### src/hkchd_pkg.sv
// ----------------------------------------------------------------------------
// hkchd_pkg
// Types and constants for the hotkey combination hold detector.
// ----------------------------------------------------------------------------
package hkchd_pkg;

	localparam int MAX_KEYS   = 8;
	localparam int CODE_W     = 10;
	localparam int PAIR_W     = 2 * CODE_W;
	localparam int COUNT_W    = 4;
	localparam int HOLD_W     = 16;
	localparam int ETYPE_W    = 16;
	localparam int VALUE_W    = 2;
	localparam int CFG_IDX_W  = 3;
	localparam int IN_DATA_W  = 40;
	localparam int OUT_DATA_W = 16;

	localparam logic [ETYPE_W-1:0] ETYPE_KEY = 16'd1;

	// item kinds on s_tuser; the fourth code carries no work
	typedef enum logic [1:0] {
		KIND_KEY  = 2'd0,
		KIND_TICK = 2'd1,
		KIND_SNAP = 2'd2
	} kind_t;

	// register indexes on the config channel
	localparam logic [CFG_IDX_W-1:0] CFG_KEY_PAIR_0 = 3'd0;
	localparam logic [CFG_IDX_W-1:0] CFG_KEY_PAIR_1 = 3'd1;
	localparam logic [CFG_IDX_W-1:0] CFG_KEY_PAIR_2 = 3'd2;
	localparam logic [CFG_IDX_W-1:0] CFG_KEY_PAIR_3 = 3'd3;
	localparam logic [CFG_IDX_W-1:0] CFG_KEY_COUNT  = 3'd4;
	localparam logic [CFG_IDX_W-1:0] CFG_HOLD_MS    = 3'd5;

	localparam logic [PAIR_W-1:0]  RST_KEY_PAIR_0 = 20'd68662;
	localparam logic [COUNT_W-1:0] RST_KEY_COUNT  = 4'd2;
	localparam logic [HOLD_W-1:0]  RST_HOLD_MS    = 16'd50;

	// input word, held in the input stage
	typedef struct packed {
		logic [1:0]          kind;
		logic [ETYPE_W-1:0]  event_type;
		logic [CODE_W-1:0]   key_code;
		logic [VALUE_W-1:0]  key_value;
		logic [MAX_KEYS-1:0] snapshot_mask;
	} item_t;

	// result word; visible lands in bit 0 of m_tdata
	typedef struct packed {
		logic                combo_held;
		logic [MAX_KEYS-1:0] held_mask;
		logic                toggled;
		logic                visible;
	} result_t;

endpackage

### src/hotkey_combo_hold_detector.sv
// ----------------------------------------------------------------------------
// hotkey_combo_hold_detector
// Tracks a configured key combination and toggles a visibility flag on hold.
// ----------------------------------------------------------------------------
// Usage:
//   Slave stream (s_*) takes one word per item: s_tuser is the kind (key
//   event, 1 ms tick, key-state snapshot), s_tdata carries the event fields.
//   Master stream (m_*) returns exactly one result word per input word, in
//   order: visibility flag, toggle strobe, held-key mask and combo state.
//   Config channel (cfg_*) writes key code pairs, key count and hold time;
//   it is always ready and is meant to be used while the block is idle.
// Path: an accepted word passes the input stage, then the result register,
//   which is where all key/counter state updates; m_tvalid rises once the
//   word reaches the result register.
// Throughput: one word per cycle while m_tready stays high; the only loop is
//   the state update through eight code comparators, a priority pick and the 16-bit hold compare.
// Reset: held mask, combo state and hold counter clear, visible comes up 1,
//   registers take their defaults (slots 0/1 = codes 54/67, count 2, 50 ms).
// Stall: with m_tready low the result register holds; one more word is
//   taken into the input stage, then s_tready drops until the result moves.
// ----------------------------------------------------------------------------
module hotkey_combo_hold_detector
	import hkchd_pkg::*;
(
	input  logic                  clk,
	input  logic                  arst_n,
	// config write channel
	input  logic                  cfg_valid,
	output logic                  cfg_ready,
	input  logic [CFG_IDX_W-1:0]  cfg_index,
	input  logic [PAIR_W-1:0]     cfg_data,
	// item stream in
	input  logic                  s_tvalid,
	output logic                  s_tready,
	input  logic [IN_DATA_W-1:0]  s_tdata,  // event_type[15:0], key_code[25:16],
	                                        // key_value[27:26], snapshot_mask[35:28]
	input  logic [1:0]            s_tuser,  // kind[1:0]
	// result stream out
	output logic                  m_tvalid,
	input  logic                  m_tready,
	output logic [OUT_DATA_W-1:0] m_tdata   // visible[0], toggled[1],
	                                        // held_mask[9:2], combo_held[10]
);

	// config registers
	logic [PAIR_W-1:0]  key_pair_q [4];
	logic [COUNT_W-1:0] key_count_q;
	logic [HOLD_W-1:0]  hold_ms_q;

	// detector state
	logic [MAX_KEYS-1:0] held_q;
	logic                combo_on_q;
	logic                fired_q;
	logic [HOLD_W-1:0]   hold_cnt_q;
	logic                visible_q;

	// input stage and result register
	item_t   item_s1;
	logic    valid_s1;
	result_t res_q;
	logic    res_valid_q;

	logic advance;

	assign cfg_ready = 1'b1;
	assign advance   = valid_s1 && (!res_valid_q || m_tready);
	assign s_tready  = !valid_s1 || advance;
	assign m_tvalid  = res_valid_q;
	assign m_tdata   = {{(OUT_DATA_W - $bits(result_t)){1'b0}}, res_q};

	// ---- config writes ----
	always_ff @(posedge clk or negedge arst_n) begin
		if (!arst_n) begin
			key_pair_q[0] <= RST_KEY_PAIR_0;
			key_pair_q[1] <= '0;
			key_pair_q[2] <= '0;
			key_pair_q[3] <= '0;
			key_count_q   <= RST_KEY_COUNT;
			hold_ms_q     <= RST_HOLD_MS;
		end else if (cfg_valid && cfg_ready) begin
			case (cfg_index)
				CFG_KEY_PAIR_0: key_pair_q[0] <= cfg_data;
				CFG_KEY_PAIR_1: key_pair_q[1] <= cfg_data;
				CFG_KEY_PAIR_2: key_pair_q[2] <= cfg_data;
				CFG_KEY_PAIR_3: key_pair_q[3] <= cfg_data;
				CFG_KEY_COUNT:  key_count_q   <= cfg_data[COUNT_W-1:0];
				CFG_HOLD_MS:    hold_ms_q     <= cfg_data[HOLD_W-1:0];
				default: ;
			endcase
		end
	end

	// ---- input stage ----
	always_ff @(posedge clk or negedge arst_n) begin
		if (!arst_n) begin
			valid_s1 <= 1'b0;
		end else if (s_tready) begin
			valid_s1 <= s_tvalid;
		end
	end

	always_ff @(posedge clk) begin
		if (s_tvalid && s_tready) begin
			item_s1.kind          <= s_tuser;
			item_s1.event_type    <= s_tdata[15:0];
			item_s1.key_code      <= s_tdata[25:16];
			item_s1.key_value     <= s_tdata[27:26];
			item_s1.snapshot_mask <= s_tdata[35:28];
		end
	end

	// ---- state update logic ----
	logic [MAX_KEYS-1:0] need;
	logic [MAX_KEYS-1:0] match;
	logic [MAX_KEYS-1:0] first_hit;
	logic [MAX_KEYS-1:0] held_nxt;
	logic [HOLD_W-1:0]   cnt_tick;
	logic [HOLD_W-1:0]   cnt_nxt;
	logic                all_held;
	logic                combo_nxt;
	logic                fired_nxt;
	logic                toggle;

	// active slot mask; counts of 8 and up select every slot
	always_comb begin
		need = '0;
		for (int i = 0; i < MAX_KEYS; i++) begin
			need[i] = (key_count_q > COUNT_W'(i));
		end
	end

	always_comb begin
		for (int i = 0; i < MAX_KEYS; i++) begin
			match[i] = need[i] && (key_pair_q[i/2][(i%2)*CODE_W +: CODE_W] == item_s1.key_code);
		end
		first_hit = match & (~match + MAX_KEYS'(1));  // lowest matching slot
	end

	always_comb begin
		held_nxt = held_q;
		cnt_tick = hold_cnt_q;
		case (item_s1.kind)
			KIND_KEY: begin
				if (item_s1.event_type == ETYPE_KEY) begin
					if (item_s1.key_value != '0) held_nxt = held_q | first_hit;
					else                         held_nxt = held_q & ~first_hit;
				end
			end
			KIND_TICK: begin
				if (hold_cnt_q != '1) cnt_tick = hold_cnt_q + HOLD_W'(1);
			end
			KIND_SNAP: begin
				held_nxt = item_s1.snapshot_mask & need;
			end
			default: ;
		endcase
	end

	always_comb begin
		all_held  = ((held_nxt & need) == need);
		combo_nxt = combo_on_q;
		fired_nxt = fired_q;
		cnt_nxt   = cnt_tick;
		toggle    = 1'b0;
		if (all_held) begin
			if (!combo_on_q) begin
				// new hold: restart the count
				combo_nxt = 1'b1;
				fired_nxt = 1'b0;
				cnt_nxt   = '0;
			end else if (!fired_q && (cnt_tick >= hold_ms_q)) begin
				fired_nxt = 1'b1;
				toggle    = 1'b1;
			end
		end else begin
			combo_nxt = 1'b0;
			fired_nxt = 1'b0;
		end
	end

	// ---- state and result register ----
	always_ff @(posedge clk or negedge arst_n) begin
		if (!arst_n) begin
			held_q      <= '0;
			combo_on_q  <= 1'b0;
			fired_q     <= 1'b0;
			hold_cnt_q  <= '0;
			visible_q   <= 1'b1;
			res_valid_q <= 1'b0;
		end else begin
			if (advance) begin
				held_q     <= held_nxt;
				combo_on_q <= combo_nxt;
				fired_q    <= fired_nxt;
				hold_cnt_q <= cnt_nxt;
				visible_q  <= visible_q ^ toggle;
				res_valid_q <= 1'b1;
			end else if (m_tready) begin
				res_valid_q <= 1'b0;
			end
		end
	end

	always_ff @(posedge clk) begin
		if (advance) begin
			res_q.visible    <= visible_q ^ toggle;
			res_q.toggled    <= toggle;
			res_q.held_mask  <= held_nxt;
			res_q.combo_held <= combo_nxt;
		end
	end

	// ---- assertions ----
	a_fired_needs_combo: assert property (@(posedge clk) disable iff (!arst_n)
		fired_q |-> combo_on_q)
		else $error("fire mark set without an active hold");

	a_toggle_in_combo: assert property (@(posedge clk) disable iff (!arst_n)
		(res_valid_q && res_q.toggled) |-> (res_q.combo_held && fired_q))
		else $error("toggle reported outside a held combination");

	a_toggle_flips: assert property (@(posedge clk) disable iff (!arst_n)
		(advance && toggle) |=> (visible_q != $past(visible_q)))
		else $error("toggle did not flip the visible flag");

	a_flag_steady: assert property (@(posedge clk) disable iff (!arst_n)
		!advance |=> $stable(visible_q) && $stable(held_q) && $stable(hold_cnt_q))
		else $error("state changed without a processed word");

endmodule
### config.mk
export PLATFORM = sky130hd
export DESIGN_NAME = hotkey_combo_hold_detector
export DESIGN_NICKNAME = d
export VERILOG_FILES = /design/src/hkchd_pkg.sv /design/src/hotkey_combo_hold_detector.sv
export SDC_FILE = /design/constraint.sdc
export NUM_CORES = 1
export LEC_CHECK = 0
export CAP_MARGIN = 5
export CORE_MARGIN = 1
export CORE_UTILIZATION = 40
export DETAILED_ROUTE_END_ITERATION = 12
export DONT_BUFFER_PORTS = 1
export GPL_TIMING_DRIVEN = 0
export SYNTH_ARGS = -nofsm -noshare
export SYNTH_HDL_FRONTEND = slang
export SYNTH_SLANG_ARGS = --single-unit
### constraint.sdc
create_clock -name clk -period 4.04 [get_ports clk]
set_input_delay 0.404 -clock clk [delete_from_list [all_inputs] [get_ports clk]]
set_output_delay 0.404 -clock clk [all_outputs]
set_load 0.1 [all_outputs]
After elaboration in Yosys (flattened, before gate mapping)
Index checks and enable logic that the tools add are counted.
{"block": "totals", "register_bits": 178, "elab_cells": 103}
{"block": "op_classes", "add_sub_neg": 2, "magnitude_cmp": 9, "eq_ne": 19, "n_mux": 16, "n_bitwise": 8, "reduce_logical": 27}
{"op": "$eq A10 B10 Y1", "n": 8}
{"op": "$mux W16", "n": 4}
{"op": "$and A8 B8 Y8", "n": 4}
{"op": "$add A16 B1 Y16 const B", "n": 1}
{"op": "$eq A16 B1 Y1 const B", "n": 1}
{"op": "$ge A16 B16 Y1", "n": 1}
{"op": "$gt A4 B3 Y1 const B", "n": 4}
{"op": "$mux W8", "n": 2}
{"op": "$ne A16 B16 Y1 const B", "n": 1}
{"op": "$not A8 Y8", "n": 2}
{"op": "$pmux W8 S2", "n": 1}
{"op": "$reduce_and A2 Y1", "n": 7}
{"op": "$logic_and A1 B1 Y1", "n": 11}
{"op": "$mux W1", "n": 9}
{"op": "$add A8 B1 Y8 const B", "n": 1}
{"op": "$eq A8 B8 Y1", "n": 1}
{"op": "$gt A4 B1 Y1 const B", "n": 2}
{"op": "$gt A4 B2 Y1 const B", "n": 2}
{"op": "$or A8 B8 Y8", "n": 1}
{"op": "$eq A3 B2 Y1 const B", "n": 2}
{"op": "$eq A3 B3 Y1 const B", "n": 2}
{"op": "$reduce_bool A2 Y1", "n": 2}
{"op": "$eq A3 B1 Y1 const B", "n": 1}
{"op": "$logic_not A1 Y1", "n": 3}
{"op": "7 further kinds", "n": 8}

Logic depth before layout (Yosys ltp)
{"block": "logic_depth", "ltp_word": 14, "depth_mapped": 17, "ltp_nobuf": 17}

Worst setup path after synthesis
No wires, ideal clock.
{"block": "synth_path", "kind": "reg-to-reg", "start": "register hold_cnt_q[0]", "end": "register res_q (netlist bit m_tdata[0]) (data pin)", "setup_ns": 0.267, "t_arrival_ns": 3.019, "t_required_ns": 3.773, "path_slack_ns": 0.753, "path_stages_with_launch": 18, "n_path_buf": 1, "path_cell_list": "dfrtp_1 -> ha_1 -> and3_1 -> nand2_1 -> nor2_1 -> a21boi_1 -> nand2b_1 -> clkbuf_1 -> nor2_1 -> xor2_1 -> ha_1 -> a21o_1 -> a21o_1 -> a21oi_1 -> o21ai_0 -> a21oi_1 -> nor4_4 -> xor2_1"}
{"block": "synth_between", "elab_chain_cells": 9, "elab_cells_between_ends": 10, "classes_between": "1 x add/sub; 1 x order compare; 1 x eq/ne; 5 x mux; 1 x bitwise; 1 x reduce/logical"}
{"element": "from (decl)", "line": "hotkey_combo_hold_detector.sv:54", "rtl": "logic [HOLD_W-1:0] hold_cnt_q;"}
{"element": "from (signal assigned)", "line": "hotkey_combo_hold_detector.sv:195", "rtl": "hold_cnt_q <= cnt_nxt;"}
{"element": "$add A16 B1 Y16 / $ne A16 B16 Y1 (equally long branches)", "line": "hotkey_combo_hold_detector.sv:150", "rtl": "if (hold_cnt_q != '1) cnt_tick = hold_cnt_q + HOLD_W'(1);"}
{"element": "$mux W16", "line": "hotkey_combo_hold_detector.sv:150"}
{"element": "$mux W16 *", "line": "hotkey_combo_hold_detector.sv:142", "rtl": "case (item_s1.kind)"}
{"element": "$ge A16 B16 Y1 *", "line": "hotkey_combo_hold_detector.sv:171", "rtl": "end else if (!fired_q && (cnt_tick >= hold_ms_q)) begin"}
{"element": "$logic_and A1 B1 Y1 *", "line": "hotkey_combo_hold_detector.sv:171"}
{"element": "$mux W1 *", "line": "hotkey_combo_hold_detector.sv:171"}
{"element": "$mux W1 *", "line": "hotkey_combo_hold_detector.sv:166", "rtl": "if (!combo_on_q) begin"}
{"element": "$mux W1 *", "line": "hotkey_combo_hold_detector.sv:165", "rtl": "if (all_held) begin"}
{"element": "named net toggle", "line": "hotkey_combo_hold_detector.sv:122", "rtl": "logic toggle;"}
{"element": "$xor A1 B1 Y1 *", "line": "hotkey_combo_hold_detector.sv:206", "rtl": "res_q.visible <= visible_q ^ toggle;"}
{"element": "to (decl)", "line": "hotkey_combo_hold_detector.sv:60", "rtl": "result_t res_q;"}
Mark *: on every way through the listed nets, which the timed path passes. The rest lies on a longest branch.
A chain may end at the register's enable or synchronous reset.

Final worst setup path
Same ends and word-level chain as after synthesis.

==> metrics.md <==
| Metric | Value |
|---|---|
| Outcome | `completed` |
| # DRC | `0` |
| Clk buf depth | `2` |
| Total grt overflow | `0` |
| Routed WL | `20.5 mm` |
| Drt first pass iters | `6` |
| Hold slack | `0.0600 ns` |
| Number of inserted diodes | `0` |
| Die W | `151 um` |
| Setup_tns | `0 ns` |
| Final Hold Fails | `0` |
| Post-CTS setup buffers | `0` |
| Die ar. | `22700 um^2` |
| Final HPWL DP | `14.8 mm` |
| Core box area | `21800 um^2` |
| Max Cap Viol | `0` |
| WL/cell | `19.6 um` |
| Max H-tree Level | `4` |
| Worst flop-to-flop path endpoint | `m_tdata[0]$_DFFE_PP_` |
| Cell area after synthesis | `8860 um^2` |
| Required time worst endpoint | `4.21 ns` |
| PD cells | `525 nW/um^2` |
| Critical path launch point type | `flip-flop` |
| Kind of critical path | `reg2reg` |
| Critical Path Max Stage Delay | `0.43 ns` |
| Crit-path slowest cell | `dfrtp_1` |
| Total Routing Usage GR | `0.192` |
| Remaining antenna violation count | `0` |
| Flops & latches, synth | `178` |
| Pins Over Slew Limit | `0` |
| Peak supply drop | `0.000288 V` |
| Die Ht | `151 um` |
| Final setup fails | `0` |
| Critical path startpoint | `hold_cnt_q[0]$_DFFE_PN0P_` |
| Drt via density | `5.31` |
| Initial antenna violation count | `0` |
| CTS tree | `built` |
| Period minus WS final | `3.58 ns` |
| Yosys warns | `0` |
| Num rows | `54` |
| Cell depth of the worst flop-to-flop path | `17` |
| Leak pwr | `3.95 nW` |
| Clk Latency, worst-skew pair | `0.44 ns` |
| Syn_area_per_cell | `12.2 um^2` |
| Total CTS buffers | `17` |
| HP Class | `in2reg` |
| Setup crit end | `m_tdata[0]$_DFFE_PP_` |
| Number of global-route vias before repair | `5697` |
| Cell breakdown of the critical path | `ha_1 -> and3_1 -> nand2_1 -> nor2_1 -> a21boi_2 -> nand2b_1 -> clkbuf_1 -> nor2_1 -> xor2_1 -> ha_1 -> a21o_1 -> a21o_1 -> a21oi_1 -> o21ai_0 -> a21oi_2 -> nor4_4 -> xor2_1` |
| CP max FO | `8` |
| Port Buf Inserts | `0` |
| Ports | `89` |
| First-pass GRT wire length | `32.3 mm` |
| Mapped Cells | `726` |
| Most common cell after layout, fill and taps aside | `dfrtp_1` |
| CTS clk-pin slew, worst paths | `0.07 ns` |
| Critical Path Sink Type | `flip-flop` |
| Via count | `5548` |
| Register area share after synthesis | `0.532` |
| Clock sinks | `178` |
| FF-to-FF Start | `hold_cnt_q[0]$_DFFE_PN0P_` |
| Main synth FF type | `dfrtp_1` |
| Critical Path AT | `3.75 ns` |
| Nets | `838` |
| Relative slew slack | `0.268` |
| Initial core utilization | `0.407` |
| DR iter-0 viols | `371` |
| Worst Max-Slew Pin Slew | `1.09 ns` |
| Area growth, synth to finish | `11.0%` |
| RSZ-0062 raised after global routing | `no` |
| Final Cycle Share | `0.886` |
| R2R Setup Slk | `0.46 ns` |
| Layout cell share with drive strength beyond 1 | `0.234` |
| Asr flop ratio synth | `0.725` |
| Clk_skew | `0.0125 ns` |
| Largest net degree at the start of global routing | `130` |
| Post-synth EDFFs | `49` |
| Fillers | `2010` |
| Yosys cell types | `60` |
| Commonest non-fill, non-tap cells in the layout | `dfrtp_1 (117), mux2_2 (104), nand2_1 (56), xnor2_1 (55), edfxtp_1 (49)` |
| Fmax achieved | `279 MHz` |
| Routability-driven placement congestion ratio | `0.845` |
| CTS root buf | `clkbuf_16` |
[cell type report]
cell class / count / area, um^2 / share of cell area
Timing Repair Buffer: 2 / 37.5 / 0.00382
Multi-Input combinational cell: 497 / 3860 / 0.392
Buffer: 34 / 229 / 0.0233
Clock buffer: 18 / 429 / 0.0437
Sequential cell: 178 / 4710 / 0.480
Tap cell: 280 / 350 / 0.0356
Clock inverter: 14 / 131 / 0.0134
Inverter: 21 / 78.8 / 0.00802
[synth_stat cells (all sizes together), types with 4 or more instances]
| cell | n | area share |
|---|---|---|
| buf | 18 | 0.019 |
| inv | 20 | 0.0085 |
| xor2 | 48 | 0.047 |
| edfxtp | 49 | 0.17 |
| nor2b | 5 | 0.0035 |
| mux2 | 104 | 0.13 |
| or3 | 11 | 0.0090 |
| nand3 | 23 | 0.013 |
| clkbuf | 16 | 0.0068 |
| and4 | 5 | 0.0049 |
| nor3 | 13 | 0.0086 |
| xnor2 | 55 | 0.054 |
| nand4 | 15 | 0.012 |
| a21oi | 19 | 0.011 |
| ha | 17 | 0.024 |
| a21o | 4 | 0.0034 |
| dfstp | 12 | 0.036 |
| nor4 | 16 | 0.015 |
| and3 | 4 | 0.0034 |
| nand2b | 8 | 0.0057 |
| o21ai | 10 | 0.0057 |
| nor2 | 37 | 0.016 |
| nand3b | 4 | 0.0034 |
| mux2i | 5 | 0.0057 |
| dfrtp | 117 | 0.33 |
| a31oi | 5 | 0.0035 |
| nand2 | 56 | 0.024 |
[report_power, final]
part / total [mW] / switching, mW / internal, mW
Sequential: 2.56 / 0.354 / 2.20
Clock: 1.59 / 0.733 / 0.856
Combinational: 1.02 / 0.505 / 0.510
Total: 5.16 / 1.59 / 3.57
[layer usage]
| metal | routed length [um] | share of wire | global-route usage |
|---|---|---|---|
| met1 | 8950 | 0.44 | 0.247 |
| met2 | 9990 | 0.49 | 0.319 |
| met3 | 1110 | 0.054 | 0.0455 |
| met4 | 440 | 0.021 | 0.0625 |
| met5 | 0 | 0 | 0 |
[worst max-delay path, delay by kind of cell (launching register included)]
family                   cells  cell delay, ns
AND/OR/NAND/NOR              6            0.68
AO/OA/AOI/OAI                6            1.15
flip-flops                   1            0.43
adder cells (fa/ha/maj)      2            0.52
buffers and inverters        1            0.19
XOR/XNOR                     2            0.35
[sequential cells by signal (all words and copies together) (netlist names)]
register,count
m_tdata,11
key_count_q,4
valid_s1,1
item_s1,38
hold_ms_q,16
held_q,8
fired_q,1
visible_q,1
key_pair_q,80
combo_on_q,1
m_tvalid,1
hold_cnt_q,16
[metrics by stage]
| step | cell area [um^2] | power [mW] | std cells | worst slack, ns | util |
|---|---|---|---|---|---|
| after floorplan | 8870 | 3.33 | 730 | 0.753 | - |
| after global placement | 9220 | 3.52 | 1010 | 0.211 | 0.424 |
| final | 9830 | 5.16 | 1044 | 0.461 | 0.452 |
| after global routing | 9830 | 5.42 | 1044 | 0.124 | 0.452 |
| after CTS | 9820 | 5.20 | 1044 | 0.146 | 0.451 |
| after detailed placement | 9220 | 3.58 | 1010 | 0.179 | 0.424 |
[worst min path at each step]
stage / from / end / slack, ns / depth (start not counted)
after global routing: s_tdata[16] / item_s1[10]$_DFFE_PP_ / 0.04 / 0
after global placement: arst_n / hold_cnt_q[4]$_DFFE_PN0P_ / 0.11 / 0
after CTS: s_tdata[16] / item_s1[10]$_DFFE_PP_ / 0.05 / 0
final: s_tdata[28] / item_s1[0]$_DFFE_PP_ / 0.06 / 0
after floorplan: arst_n / combo_on_q$_DFFE_PN0P_ / 0.11 / 0
after detailed placement: arst_n / hold_cnt_q[5]$_DFFE_PN0P_ / 0.12 / 0
[cell families after synthesis]
kind of cell | after synthesis | share of synthesized area
AOI/OAI and AO/OA | 55 | 0.0410
DFF | 178 | 0.532
other | 2 | 0.000848
xor gates and xnor gates | 103 | 0.102
buffers and inverters | 55 | 0.0348
muxes | 109 | 0.138
adders and majority gates | 17 | 0.0240
and+or+nand+nor | 207 | 0.127
[timing repair]
| item | 4_1_cts | 5_1_grt |
|---|---|---|
| hold endpoints to repair | 129 | 0 |
| endpoints found under the setup margin | 0 | 4 |
| gates resized for setup | 0 | 2 |
| hold buffers | 2 | 0 |
Power figures use the tool's default switching activity.
